==> src/sv/hex_record_stream_parser_assert.svh <==
// ---------------------------------------------------------------------------
// Hex record stream parser assertion macros
// Clocked property checks shared by the parser modules.
// ---------------------------------------------------------------------------
`ifndef HEX_RECORD_STREAM_PARSER_ASSERT_SVH
`define HEX_RECORD_STREAM_PARSER_ASSERT_SVH

// check a property at every edge outside reset
`define HRSP_ASSERT(lbl, prop, msg) \
    lbl: assert property (@(posedge clk) disable iff (!rst_n) (prop)) \
        else $error(msg);

// check a property at every edge, reset included
`define HRSP_ASSERT_ALWAYS(lbl, prop, msg) \
    lbl: assert property (@(posedge clk) (prop)) \
        else $error(msg);

`endif

==> src/sv/hrsp_pkg.sv <==
// ---------------------------------------------------------------------------
// Hex record stream parser package
// Types, character codes and the hex digit decoder.
// ---------------------------------------------------------------------------
`timescale 1ns / 1ps
`default_nettype none

package hrsp_pkg;

    localparam logic [7:0] CH_COLON        = 8'h3A;
    localparam logic [7:0] CH_CR           = 8'h0D;
    localparam logic [7:0] CH_LF           = 8'h0A;
    localparam logic [7:0] TYPE_EXT_LINEAR = 8'h04;

    typedef enum logic [2:0] {
        PH_IDLE  = 3'd0,
        PH_COUNT = 3'd1,
        PH_ADDR  = 3'd2,
        PH_TYPE  = 3'd3,
        PH_DATA  = 3'd4,
        PH_CHECK = 3'd5
    } phase_t;

    typedef enum logic [1:0] {
        KIND_DATA  = 2'd0,
        KIND_END   = 2'd1,
        KIND_FRAME = 2'd2
    } kind_t;

    typedef struct packed {
        logic       valid;
        logic [7:0] character;
    } in_word_t;

    typedef struct packed {
        logic [1:0]  kind;
        logic [31:0] address;
        logic [7:0]  value;
        logic [7:0]  record_type;
        logic [7:0]  byte_count;
        logic        bad_digit;
    } result_t;

    typedef struct packed {
        logic       ok;
        logic [3:0] nibble;
    } hex_digit_t;

    function automatic hex_digit_t hex_decode(input logic [7:0] c);
        hex_digit_t h;
        h.ok     = 1'b1;
        h.nibble = 4'h0;
        if (c inside {[8'h30:8'h39]})
        begin
            h.nibble = 4'(c - 8'h30);
        end
        else if (c inside {[8'h61:8'h66]})
        begin
            h.nibble = 4'(c - 8'h57);
        end
        else if (c inside {[8'h41:8'h46]})
        begin
            h.nibble = 4'(c - 8'h37);
        end
        else
        begin
            h.ok = 1'b0;
        end
        return h;
    endfunction

endpackage

`default_nettype wire

==> src/sv/hrsp_char_if.sv <==
// ---------------------------------------------------------------------------
// Character channel
// Valid/ready channel carrying one ASCII character per word.
// ---------------------------------------------------------------------------
`timescale 1ns / 1ps
`default_nettype none

interface hrsp_char_if;
    logic       valid;
    logic       ready;
    logic [7:0] character;

    modport source (output valid, output character, input ready);
    modport sink (input valid, input character, output ready);
endinterface

`default_nettype wire

==> src/sv/hrsp_result_if.sv <==
// ---------------------------------------------------------------------------
// Result channel
// Valid/ready channel carrying one parser result per word.
// ---------------------------------------------------------------------------
`timescale 1ns / 1ps
`default_nettype none

interface hrsp_result_if;
    logic        valid;
    logic        ready;
    logic [1:0]  kind;
    logic [31:0] address;
    logic [7:0]  value;
    logic [7:0]  record_type;
    logic [7:0]  byte_count;
    logic        bad_digit;

    modport source (output valid, output kind, output address, output value,
                    output record_type, output byte_count, output bad_digit,
                    input ready);
    modport sink (input valid, input kind, input address, input value,
                  input record_type, input byte_count, input bad_digit,
                  output ready);
endinterface

`default_nettype wire

==> src/sv/hrsp_in_stage.sv <==
// ---------------------------------------------------------------------------
// Hex record stream parser input register
// Holds one accepted character until the parser steps on it.
// ---------------------------------------------------------------------------
`timescale 1ns / 1ps
`default_nettype none

module hrsp_in_stage (
    input  wire logic       clk,
    input  wire logic       rst_n,
    hrsp_char_if.sink       chars,
    input  wire logic       advance,
    output hrsp_pkg::in_word_t word
);
    import hrsp_pkg::*;

    logic       valid_reg;
    logic       valid_next;
    logic [7:0] char_reg;
    logic       take;

    assign chars.ready = !valid_reg || advance;
    assign take        = chars.valid && chars.ready;

    always_comb
    begin
        valid_next = valid_reg;
        if (take)
        begin
            valid_next = 1'b1;
        end
        else if (advance)
        begin
            valid_next = 1'b0;
        end
    end

    always_ff @(posedge clk or negedge rst_n)
    begin
        if (!rst_n)
        begin
            valid_reg <= 1'b0;
        end
        else
        begin
            valid_reg <= valid_next;
        end
    end

    always_ff @(posedge clk)
    begin
        if (take)
        begin
            char_reg <= chars.character;
        end
    end

    assign word.valid     = valid_reg;
    assign word.character = char_reg;

endmodule

`default_nettype wire

==> src/sv/hrsp_parser.sv <==
// ---------------------------------------------------------------------------
// Hex record stream parser core
// Record state machine: one character step per cycle while step is high, at most one result.
// ---------------------------------------------------------------------------
`timescale 1ns / 1ps
`default_nettype none

`include "hex_record_stream_parser_assert.svh"

module hrsp_parser (
    input  wire logic        clk,
    input  wire logic        rst_n,
    input  wire hrsp_pkg::in_word_t word,
    input  wire logic        step,
    output logic             res_valid,
    output hrsp_pkg::result_t res
);
    import hrsp_pkg::*;

    phase_t      phase_reg,  phase_next;
    logic [1:0]  nibble_reg, nibble_next;
    logic [7:0]  count_reg,  count_next;
    logic [15:0] low_reg,    low_next;
    logic [7:0]  type_reg,   type_next;
    logic [7:0]  index_reg,  index_next;
    logic [7:0]  acc_reg,    acc_next;
    logic [15:0] upper_reg,  upper_next;
    logic [15:0] pending_reg, pending_next;
    logic        digit_reg,  digit_next;

    hex_digit_t  hv;
    logic [7:0]  full;
    logic [31:0] base;
    logic [7:0]  index_inc;

    assign hv        = hex_decode(word.character);
    assign full      = acc_reg | {4'h0, hv.nibble};
    assign base      = {upper_reg, low_reg};
    assign index_inc = index_reg + 8'd1;

    always_comb
    begin
        phase_next   = phase_reg;
        nibble_next  = nibble_reg;
        count_next   = count_reg;
        low_next     = low_reg;
        type_next    = type_reg;
        index_next   = index_reg;
        acc_next     = acc_reg;
        upper_next   = upper_reg;
        pending_next = pending_reg;
        digit_next   = digit_reg;
        res_valid    = 1'b0;
        res          = '0;

        if (step)
        begin
            case (phase_reg)
                PH_COUNT, PH_ADDR, PH_TYPE, PH_DATA, PH_CHECK:
                begin
                    digit_next = digit_reg | !hv.ok;
                    if (phase_reg == PH_ADDR)
                    begin
                        low_next = {low_reg[11:0], hv.nibble};
                        if (nibble_reg == 2'd3)
                        begin
                            nibble_next = 2'd0;
                            phase_next  = PH_TYPE;
                        end
                        else
                        begin
                            nibble_next = nibble_reg + 2'd1;
                        end
                    end
                    else if (nibble_reg == 2'd0)
                    begin
                        acc_next    = {hv.nibble, 4'h0};
                        nibble_next = 2'd1;
                    end
                    else
                    begin
                        acc_next    = full;
                        nibble_next = 2'd0;
                        case (phase_reg)
                            PH_COUNT:
                            begin
                                count_next = full;
                                phase_next = PH_ADDR;
                            end
                            PH_TYPE:
                            begin
                                type_next  = full;
                                phase_next = (count_reg == 8'd0) ? PH_CHECK : PH_DATA;
                            end
                            PH_DATA:
                            begin
                                if (index_reg == 8'd0)
                                begin
                                    pending_next = {full, pending_reg[7:0]};
                                end
                                else if (index_reg == 8'd1)
                                begin
                                    pending_next = {pending_reg[15:8], full};
                                end
                                res_valid       = 1'b1;
                                res.kind        = KIND_DATA;
                                res.address     = base + {24'h0, index_reg};
                                res.value       = full;
                                res.record_type = type_reg;
                                res.byte_count  = count_reg;
                                res.bad_digit   = digit_next;
                                index_next      = index_inc;
                                if (index_inc >= count_reg)
                                begin
                                    phase_next = PH_CHECK;
                                end
                            end
                            default:
                            begin
                                res_valid       = 1'b1;
                                res.kind        = KIND_END;
                                res.address     = base;
                                res.value       = full;
                                res.record_type = type_reg;
                                res.byte_count  = count_reg;
                                res.bad_digit   = digit_next;
                                if (type_reg == TYPE_EXT_LINEAR)
                                begin
                                    upper_next = pending_reg;
                                end
                                phase_next = PH_IDLE;
                            end
                        endcase
                    end
                end
                default:
                begin
                    phase_next = PH_IDLE;
                    if (word.character == CH_COLON)
                    begin
                        phase_next   = PH_COUNT;
                        nibble_next  = 2'd0;
                        count_next   = 8'd0;
                        low_next     = 16'd0;
                        type_next    = 8'd0;
                        index_next   = 8'd0;
                        acc_next     = 8'd0;
                        pending_next = 16'd0;
                        digit_next   = 1'b0;
                    end
                    else if (word.character != CH_CR && word.character != CH_LF)
                    begin
                        res_valid = 1'b1;
                        res.kind  = KIND_FRAME;
                        res.value = word.character;
                    end
                end
            endcase
        end
    end

    always_ff @(posedge clk or negedge rst_n)
    begin
        if (!rst_n)
        begin
            phase_reg   <= PH_IDLE;
            nibble_reg  <= 2'd0;
            count_reg   <= 8'd0;
            low_reg     <= 16'd0;
            type_reg    <= 8'd0;
            index_reg   <= 8'd0;
            acc_reg     <= 8'd0;
            upper_reg   <= 16'd0;
            pending_reg <= 16'd0;
            digit_reg   <= 1'b0;
        end
        else
        begin
            phase_reg   <= phase_next;
            nibble_reg  <= nibble_next;
            count_reg   <= count_next;
            low_reg     <= low_next;
            type_reg    <= type_next;
            index_reg   <= index_next;
            acc_reg     <= acc_next;
            upper_reg   <= upper_next;
            pending_reg <= pending_next;
            digit_reg   <= digit_next;
        end
    end

    `HRSP_ASSERT(a_addr_silent, (step && phase_reg == PH_ADDR) |-> !res_valid, "address digit gave a result")
    `HRSP_ASSERT(a_data_phase, (res_valid && res.kind == KIND_DATA) |-> phase_reg == PH_DATA, "data byte outside payload")
    `HRSP_ASSERT(a_data_count, phase_reg == PH_DATA |-> count_reg != 8'd0, "payload phase with zero count")
    `HRSP_ASSERT(a_idle_step, (step && phase_reg == PH_IDLE) |=> (phase_reg == PH_IDLE || phase_reg == PH_COUNT), "idle left to a wrong phase")

endmodule

`default_nettype wire

==> src/sv/hrsp_out_fifo.sv <==
// ---------------------------------------------------------------------------
// Hex record stream parser output buffer
// Two-word result queue decoupling the parser from the result sink.
// ---------------------------------------------------------------------------
`timescale 1ns / 1ps
`default_nettype none

`include "hex_record_stream_parser_assert.svh"

module hrsp_out_fifo (
    input  wire logic        clk,
    input  wire logic        rst_n,
    input  wire logic        push,
    input  wire hrsp_pkg::result_t push_word,
    output logic             space,
    hrsp_result_if.source    results
);
    import hrsp_pkg::*;

    result_t    mem [2];
    logic       wr_ptr_reg, wr_ptr_next;
    logic       rd_ptr_reg, rd_ptr_next;
    logic [1:0] count_reg,  count_next;
    logic       pop;
    result_t    head;

    assign space = (count_reg != 2'd2);
    assign pop   = results.valid && results.ready;
    assign head  = mem[rd_ptr_reg];

    always_comb
    begin
        wr_ptr_next = wr_ptr_reg ^ push;
        rd_ptr_next = rd_ptr_reg ^ pop;
        count_next  = count_reg + {1'b0, push} - {1'b0, pop};
    end

    always_ff @(posedge clk or negedge rst_n)
    begin
        if (!rst_n)
        begin
            wr_ptr_reg <= 1'b0;
            rd_ptr_reg <= 1'b0;
            count_reg  <= 2'd0;
        end
        else
        begin
            wr_ptr_reg <= wr_ptr_next;
            rd_ptr_reg <= rd_ptr_next;
            count_reg  <= count_next;
        end
    end

    always_ff @(posedge clk)
    begin
        if (push)
        begin
            mem[wr_ptr_reg] <= push_word;
        end
    end

    assign results.valid       = (count_reg != 2'd0);
    assign results.kind        = head.kind;
    assign results.address     = head.address;
    assign results.value       = head.value;
    assign results.record_type = head.record_type;
    assign results.byte_count  = head.byte_count;
    assign results.bad_digit   = head.bad_digit;

    `HRSP_ASSERT(a_no_overflow, !(push && count_reg == 2'd2), "push into full buffer")
    `HRSP_ASSERT(a_count_range, count_reg != 2'd3, "buffer count out of range")
    `HRSP_ASSERT(a_pop_count, (pop && !push) |=> count_reg == $past(count_reg) - 2'd1, "pop lost track of count")
    `HRSP_ASSERT_ALWAYS(a_reset_empty, !rst_n |-> count_reg == 2'd0, "buffer not empty in reset")

endmodule

`default_nettype wire

==> src/sv/hex_record_stream_parser.sv <==
// ---------------------------------------------------------------------------
// Hex record stream parser
// Parses colon-framed hex records from a character stream into data bytes,
// record ends and framing errors.
//
//   channel   dir   word
//   chars     in    character[7:0]
//   results   out   kind, address, value, record_type, byte_count, bad_digit
//
// One character per cycle sustained while the result buffer has space; a result
// is written to the buffer when its character steps from the input register.
// With space free, the record state machine steps once per cycle from the input register.
// Reset clears the state machine, upper address and both buffers.
// A stalled result sink fills the two-word result buffer, then holds the
// input register, then drops chars.ready.
// ---------------------------------------------------------------------------
`timescale 1ns / 1ps
`default_nettype none

module hex_record_stream_parser (
    input  wire logic     clk,
    input  wire logic     rst_n,
    hrsp_char_if.sink     chars,
    hrsp_result_if.source results
);
    import hrsp_pkg::*;

    in_word_t word;
    logic     space;
    logic     step;
    logic     res_valid;
    result_t  res;

    assign step = word.valid && space;

    hrsp_in_stage u_in (
        .clk     (clk),
        .rst_n   (rst_n),
        .chars   (chars),
        .advance (step),
        .word    (word)
    );

    hrsp_parser u_parser (
        .clk       (clk),
        .rst_n     (rst_n),
        .word      (word),
        .step      (step),
        .res_valid (res_valid),
        .res       (res)
    );

    hrsp_out_fifo u_out (
        .clk       (clk),
        .rst_n     (rst_n),
        .push      (res_valid),
        .push_word (res),
        .space     (space),
        .results   (results)
    );

endmodule

`default_nettype wire

==> src/flat_wrapper.sv <==
// flat-port wrapper written by rule: the top's interface ports become plain ports
module hex_record_stream_parser_flat import hrsp_pkg::*;
  (clk, rst_n, chars_valid, chars_character, chars_ready, results_valid, results_kind, results_address, results_value, results_record_type, results_byte_count, results_bad_digit, results_ready);
  hrsp_char_if chars_i ();
  hrsp_result_if results_i ();
  input  wire logic clk;
  input  wire logic rst_n;
  input wire logic [$bits(chars_i.valid)-1:0] chars_valid;
  input wire logic [$bits(chars_i.character)-1:0] chars_character;
  output wire logic [$bits(chars_i.ready)-1:0] chars_ready;
  output wire logic [$bits(results_i.valid)-1:0] results_valid;
  output wire logic [$bits(results_i.kind)-1:0] results_kind;
  output wire logic [$bits(results_i.address)-1:0] results_address;
  output wire logic [$bits(results_i.value)-1:0] results_value;
  output wire logic [$bits(results_i.record_type)-1:0] results_record_type;
  output wire logic [$bits(results_i.byte_count)-1:0] results_byte_count;
  output wire logic [$bits(results_i.bad_digit)-1:0] results_bad_digit;
  input wire logic [$bits(results_i.ready)-1:0] results_ready;
  assign chars_i.valid = chars_valid;
  assign chars_i.character = chars_character;
  assign chars_ready = chars_i.ready;
  assign results_valid = results_i.valid;
  assign results_kind = results_i.kind;
  assign results_address = results_i.address;
  assign results_value = results_i.value;
  assign results_record_type = results_i.record_type;
  assign results_byte_count = results_i.byte_count;
  assign results_bad_digit = results_i.bad_digit;
  assign results_i.ready = results_ready;
  hex_record_stream_parser u_core (.clk(clk), .rst_n(rst_n), .chars(chars_i), .results(results_i));
endmodule
==> config.mk <==
export PLATFORM = sky130hd
export DESIGN_NAME = hex_record_stream_parser_flat
export DESIGN_NICKNAME = d
export VERILOG_FILES = /design/src/sv/hrsp_pkg.sv /design/src/sv/hrsp_char_if.sv /design/src/sv/hrsp_result_if.sv /design/src/sv/hrsp_in_stage.sv /design/src/sv/hrsp_parser.sv /design/src/sv/hrsp_out_fifo.sv /design/src/sv/hex_record_stream_parser.sv /design/src/flat_wrapper.sv
export VERILOG_INCLUDE_DIRS = /design/src /design/src/sv
export SDC_FILE = /design/constraint.sdc
export NUM_CORES = 1
export LEC_CHECK = 0
export ABC_AREA = 1
export BUFFER_PORTS_ARGS = -buffer_cell sky130_fd_sc_hd__clkbuf_2
export CORE_MARGIN = 2
export CORE_UTILIZATION = 50
export CTS_BUF_LIST = sky130_fd_sc_hd__clkbuf_8
export DETAILED_ROUTE_END_ITERATION = 6
export GPL_TIMING_DRIVEN = 0
export PLACE_DENSITY = 0.69
export SYNTH_ARGS = -nofsm -noshare
export SYNTH_HDL_FRONTEND = slang
export SYNTH_HIERARCHICAL = 1
export SYNTH_SLANG_ARGS = --single-unit
==> constraint.sdc <==
create_clock -name clk -period 10.28 [get_ports clk]
set_input_delay 0 -clock clk [delete_from_list [all_inputs] [get_ports clk]]
set_output_delay 0 -clock clk [all_outputs]
set_load 0.01 [all_outputs]
**Yosys cells after proc, flatten, opt, wreduce, memory -nomap -nowiden**

Memories as Yosys holds them, arrays and structs flattened.
Cells that the tools add are included.

- Flip-flop bits (word level): 99
- Bits in writable memories: 118
- Bits of input ports: 12
- Output and inout port bits: 61
- Word-level logic and storage cells: 161
- Memories kept: 1

- Add/subtract/negate cells: 8
- $lt $le $gt $ge: 7
- Eq/ne operators: 24
- Mux-type cells: 69
- Bitwise logic cells: 7
- Reduce and logical (&&, ||, !) cells: 29

Memories:

| memory | words | width | read ports | clocked after memory_dff | wr ports | RTL line | text |
|---|---|---|---|---|---|---|---|
| u_core.u_out.mem | 2 | 59 | 1 | 0 | 1 | hrsp_out_fifo.sv:20 | `result_t mem [2];` |

Operators with widths:

| kind | number |
|---|---|
| $mux 8 | 20 |
| $mux 16 | 8 |
| $mux 58 | 2 |
| $pmux 58 s2 | 1 |
| $mux 59 | 1 |
| $add 32x8->32 | 1 |
| $mux 32 | 1 |
| $ne 2x2->1 const B | 10 |
| $mux 1 | 19 |
| $mux 17 | 1 |
| $ge 8x7->1 const B | 2 |
| $le 8x7->1 const B | 2 |
| $logic_not 8->1 | 2 |
| $ne 8x4->1 const B | 2 |
| $mux 3 | 5 |
| $reduce_and 5->1 | 3 |
| $mux 2 | 7 |
| $mux 4 | 3 |
| $reduce_and 6->1 | 2 |
| $pmux 3 s3 | 1 |
| $add 8x1->8 const B | 1 |
| $eq 8x1->1 const B | 1 |
| $eq 8x3->1 const B | 1 |
| $eq 8x6->1 const B | 1 |
| other kinds (30) | 47 |

**Depth between registers and ports, before layout**

- Depth in word-level cells: 12
- Mapped depth: 15
- Mapped depth without buffers: 14

**Cells and area by module**

The synthesis kept the hierarchy.

By module, submodules not included:

| module | instances | cells an instance | area an instance (um2) | seq. area each (um2) |
|---|---|---|---|---|
| hrsp_parser | 1 | 878 | 5859.4 | 2152.1 |
| hrsp_out_fifo | 1 | 337 | 4575.6 | 3643.5 |
| hrsp_in_stage | 1 | 15 | 292.8 | 265.3 |
| hex_record_stream_parser | 1 | 2 | 7.5 | 0.0 |

**Worst setup path after synthesis**

Ideal clock, no wire load.

- Path type: flip-flop to flip-flop
- From: register u_core.u_in.valid_reg
- To: memory u_core/u_out/mem[0][0] in the netlist's numbering (enable)
- Library setup time: 0.423 ns
- Data arrival time: 3.163 ns
- Data required time: 9.857 ns
- Path slack: 6.693 ns
- Stages on the path, launching flop included: 12
- Buffers on the path: 2
- Cells stage by stage: dfrtp_1 > buf_4 > nand2_1 > inv_1 > inv_2 > nor2_1 > inv_1 > nor2_1 > inv_1 > clkbuf_1 > nand2_1 > ha_1

- Longest elaborated chain between the ends: 4

RTL lines:

| what | RTL line | text |
|---|---|---|
| start, declared | hrsp_in_stage.sv:17 | `logic valid_reg;` |
| start signal, assigned | hrsp_in_stage.sv:46 | `valid_reg <= valid_next;` |
| $logic_and 1x1->1 | hex_record_stream_parser.sv:34 | `assign step = word.valid && space;` |
| net u_core.step | hex_record_stream_parser.sv:30 | `logic step;` |
| $mux 1 | hrsp_parser.sv:56 | `if (step)` |
| net u_core.res_valid | hex_record_stream_parser.sv:31 | `logic res_valid;` |
| $mux 1 | hrsp_out_fifo.sv:56 | `if (push)` |
| $mux 1 (not written as such) | hrsp_out_fifo.sv:58 | `mem[wr_ptr_reg] <= push_word;` |
| end, declared | hrsp_out_fifo.sv:20 |  |

The timed path passes the listed nets, and every way through them passes these cells.

**Worst setup path after layout**

- From: register u_core.u_in.valid_reg
- To: memory u_core/u_out/mem[1][57] in the netlist's numbering (enable)

Same word-level chain as after synthesis.

==> run_results.csv <==
group,metric,value,unit
run_status,outcome,"finished, final reports clean",
power_and_ir_drop,power,3300,uW
timing,skew,0.0335,ns
cts,cts_resized,0,
cells_and_area,nets,1397,
floorplan,core_area,0.0210,sq mm
cells_and_area,area_growth,14.5,%
yosys,synthTopCellsByArea,"edfxtp_1, dfrtp_1, nand2_1",
route,drc,0,
cts,ctsLongestPathBuffers,3,
worst_setup_path,r2r_setup_slack,6.38,ns
cells_and_area,final_cell_mix,"nand2_1, inv_1, edfxtp_1",
floorplan,rows,53,
global_route,grt_pass1_vias,7960,
cells_and_area,largest-register,"u_core/u_out/mem",
worst_setup_path,critical_path_class,"reg2reg",
route,dr_total_vias,8430,
route,wl,25.3,mm
place,io_buffers,72,
yosys,ys_types,38,
global_route,antenna_found_initial,0,
cells_and_area,nFillCells,1913,
cells_and_area,largest_register_ffs,118,
cts,cts_tree,"built",
yosys,ys_seq_area_frac,0.565,
timing,setup_viol,0,
worst_setup_path,critPathRequiredTime,10.42,ns
worst_setup_path,slowest_delay,0.75,ns
cts,cts_num_sinks,217,
yosys,yosys_warnings,6,
worst_setup_path,worst-path-buf-inv,6,
timing,hold_viol,0,
yosys,synth_top_cell_by_area,"edfxtp_1",
yosys,yosys.area_share.adder,0.0357,
power_and_ir_drop,p_per_area,268,mW/mm^2
worst_setup_path,crit_chain,"buf_4, nand2_1, inv_1, inv_2, nor2_1, inv_1, nor2_1, inv_1, clkbuf_1, nand2_1, ha_4",
cts,cts-buffers-inserted,37,
timing,fmax,256,MHz
yosys,syn_inst,1232,
global_route,grt_max_degree,60,
floorplan,start_util,0.511,
yosys,synth-simple-area-share,0.263,
place,dpl.hpwl,17.7,mm
floorplan,die_area,0.0227,sq mm
yosys,synthMuxAreaShare,0,
yosys,avgSynthCellArea,8.71,sq um
yosys,netlist_area,0.0107,sq mm
cells_and_area,layoutNonFillerInstCount,1659,
yosys,synth_xor_area_frac,0.00326,
route,drt_iter0_drc,753,
cts,h-tree-depth,2,
cells_and_area,fin_util,0.584,
worst_setup_path,r2r_cells,11,
hold_path,hp-class,"in2async",
timing,maxSlewHeadroom,0.372,
yosys,synth_nets,1274,
worst_setup_path,crit_path_end_kind,"flip-flop",
timing,worst_pin_slew,0.943,ns
power_and_ir_drop,leakagePower,0.00566,uW
timing,fin_crit_sh,0.380,
route,via_per_inst,5.08,
timing,period_minus_slack,3.90,ns
floorplan,ios,73,
cells_and_area,diodes,0,
worst_setup_path,path_delay_family,"buffers and inverters",
worst_setup_path,r2r-start,"u_core/u_in/valid_reg$_DFFE_PN0P_",
floorplan,die_y,151,um
route,drtPass1Iterations,5,
flow_run,maxCapViolations,0,
yosys,synth-compound-area-share,0.0603,
cells_and_area,drive_gt1_frac,0.122,
global_route,grt_pass1_wl,40.5,mm
timing,final.setup.tns,0,ns
worst_setup_path,critPathSlowestCell,"ha_4",
place,dp.cells,1580,
worst_setup_path,cp_max_fo,59,
floorplan,dieWidth,151,um
route,drtAntennaViolNets,0,
global_route,grt_usage,0.229,
route,avgRoutedWirePerCell,15.3,um
place,gp_congestion,0.891,
worst_setup_path,worstPathArrival,4.04,ns
power_and_ir_drop,vdd_drop_max,0.000373,V
cts,worstSkewPairLatency,0.55,ns
yosys,ys_seq_elements,217,
global_route,grt-ovfl-total,0,
yosys,synth_top_family_by_area,"simple AND/OR/NAND/NOR gates",
worst_setup_path,path_common_cell,"inv_1",
cts,cts.clk_slew.worst_paths,0.06,ns
worst_setup_path,start_kind,"flip-flop",
yosys,synth_top_area_frac,0.352,
cts,cts_root_buf,"clkbuf_8",
timing,rsz0062_at_grt,"no",
cells_and_area,layout_commonest_cell,"nand2_1",
worst_setup_path,rr_endpoint,"u_core/u_out/mem[1][57]$_DFFE_PP_",
timing,drv_slew,0,
timing,hold-worst-slack,0.0597,ns
==> per-stage QoR <==
stage	setup WS (ns)	area (sq um)
after global routing	6.14	12300
after CTS	6.38	12300
after global placement	4.95	11400
after detailed placement	6.43	11500
after floorplan	6.69	10700
final	6.38	12300
==> timing repair <==
action,in CTS,in global routing
hold buffers,11,0
setup buffers,0,0
endpoints found under the hold margin,65,0
==> metal layers <==
metal / share of wire / GRT usage / up-vias
met5: 0 / 0 / -
met4: 0.022 / 0.0689 / 0
met3: 0.055 / 0.0345 / 45
met2: 0.48 / 0.385 / 249
met1: 0.44 / 0.310 / 3893
li1: - / - / 4243
==> synthesized netlist by cell type <==
cell	instances
o22ai_1	3
buf_6	7
o21ai_1	13
dfrtp_1	91
nor4_1	4
inv_1	145
nand4_2	1
inv_2	6
nand2_2	3
clkbuf_1	9
nor2_4	4
nor2_1	89
or2_2	5
nand4_1	12
ha_1	29
a21oi_1	31
nand3_1	76
inv_8	1
nand2_1	453
nand3_4	2
nand2_4	1
o21ai_0	71
a31oi_1	2
nor3_1	9
edfxtp_1	126
inv_4	1
buf_4	9
xor2_1	4
o32ai_1	2
fa_1	1
nand3_2	2
buf_2	4
a211oi_1	2
and2_1	1
nand3b_1	7
o21bai_1	1
nor2_2	4
nor3b_1	1
==> layout make-up <==
type | count | area, sq um | share of cell area
Buffer | 29 | 200 | 0.0163
Clock buffer | 38 | 523 | 0.0426
Clock inverter | 30 | 159 | 0.0129
Inverter | 153 | 584 | 0.0476
Multi-Input combinational cell | 833 | 3920 | 0.319
Sequential cell | 217 | 6060 | 0.493
Tap cell | 275 | 344 | 0.0280
Timing Repair Buffer | 84 | 500 | 0.0407
==> kinds of logic (layout without fill, tap and decap cells) <==
logic type	after synthesis	count (layout)
AO/OA/AOI/OAI	125	125
XOR/XNOR	4	4
adder cells (fa/ha/maj)	30	30
buffers and inverters	182	334
flip-flops	217	217
AND/OR/NAND/NOR	674	674
==> worst max-delay path by stage <==
stage	endpoint	depth (start not counted)	start
2_1_floorplan	u_core/u_out/mem[0][0]$_DFFE_PP_	11	u_core/u_in/valid_reg$_DFFE_PN0P_
3_3_place_gp	u_core/u_out/mem[0][54]$_DFFE_PP_	11	u_core/u_out/count_reg[1]$_DFF_PN0_
3_5_place_dp	u_core/u_out/mem[1][28]$_DFFE_PP_	11	u_core/u_out/count_reg[1]$_DFF_PN0_
4_1_cts	u_core/u_out/mem[1][57]$_DFFE_PP_	11	u_core/u_in/valid_reg$_DFFE_PN0P_
5_1_grt	u_core/u_out/mem[0][30]$_DFFE_PP_	11	u_core/u_in/valid_reg$_DFFE_PN0P_
6_report	u_core/u_out/mem[1][57]$_DFFE_PP_	11	u_core/u_in/valid_reg$_DFFE_PN0P_
==> power by group <==
part | switching (uW) | total [uW] | leakage, uW | internal, uW
combinational | 905 | 1280 | 0.00281 | 380
clock | 343 | 715 | 0.000407 | 371
sequential | 87.8 | 1300 | 0.00245 | 1210
total | 1340 | 3300 | 0.00566 | 1960
Power figures use the tool's default switching activity.
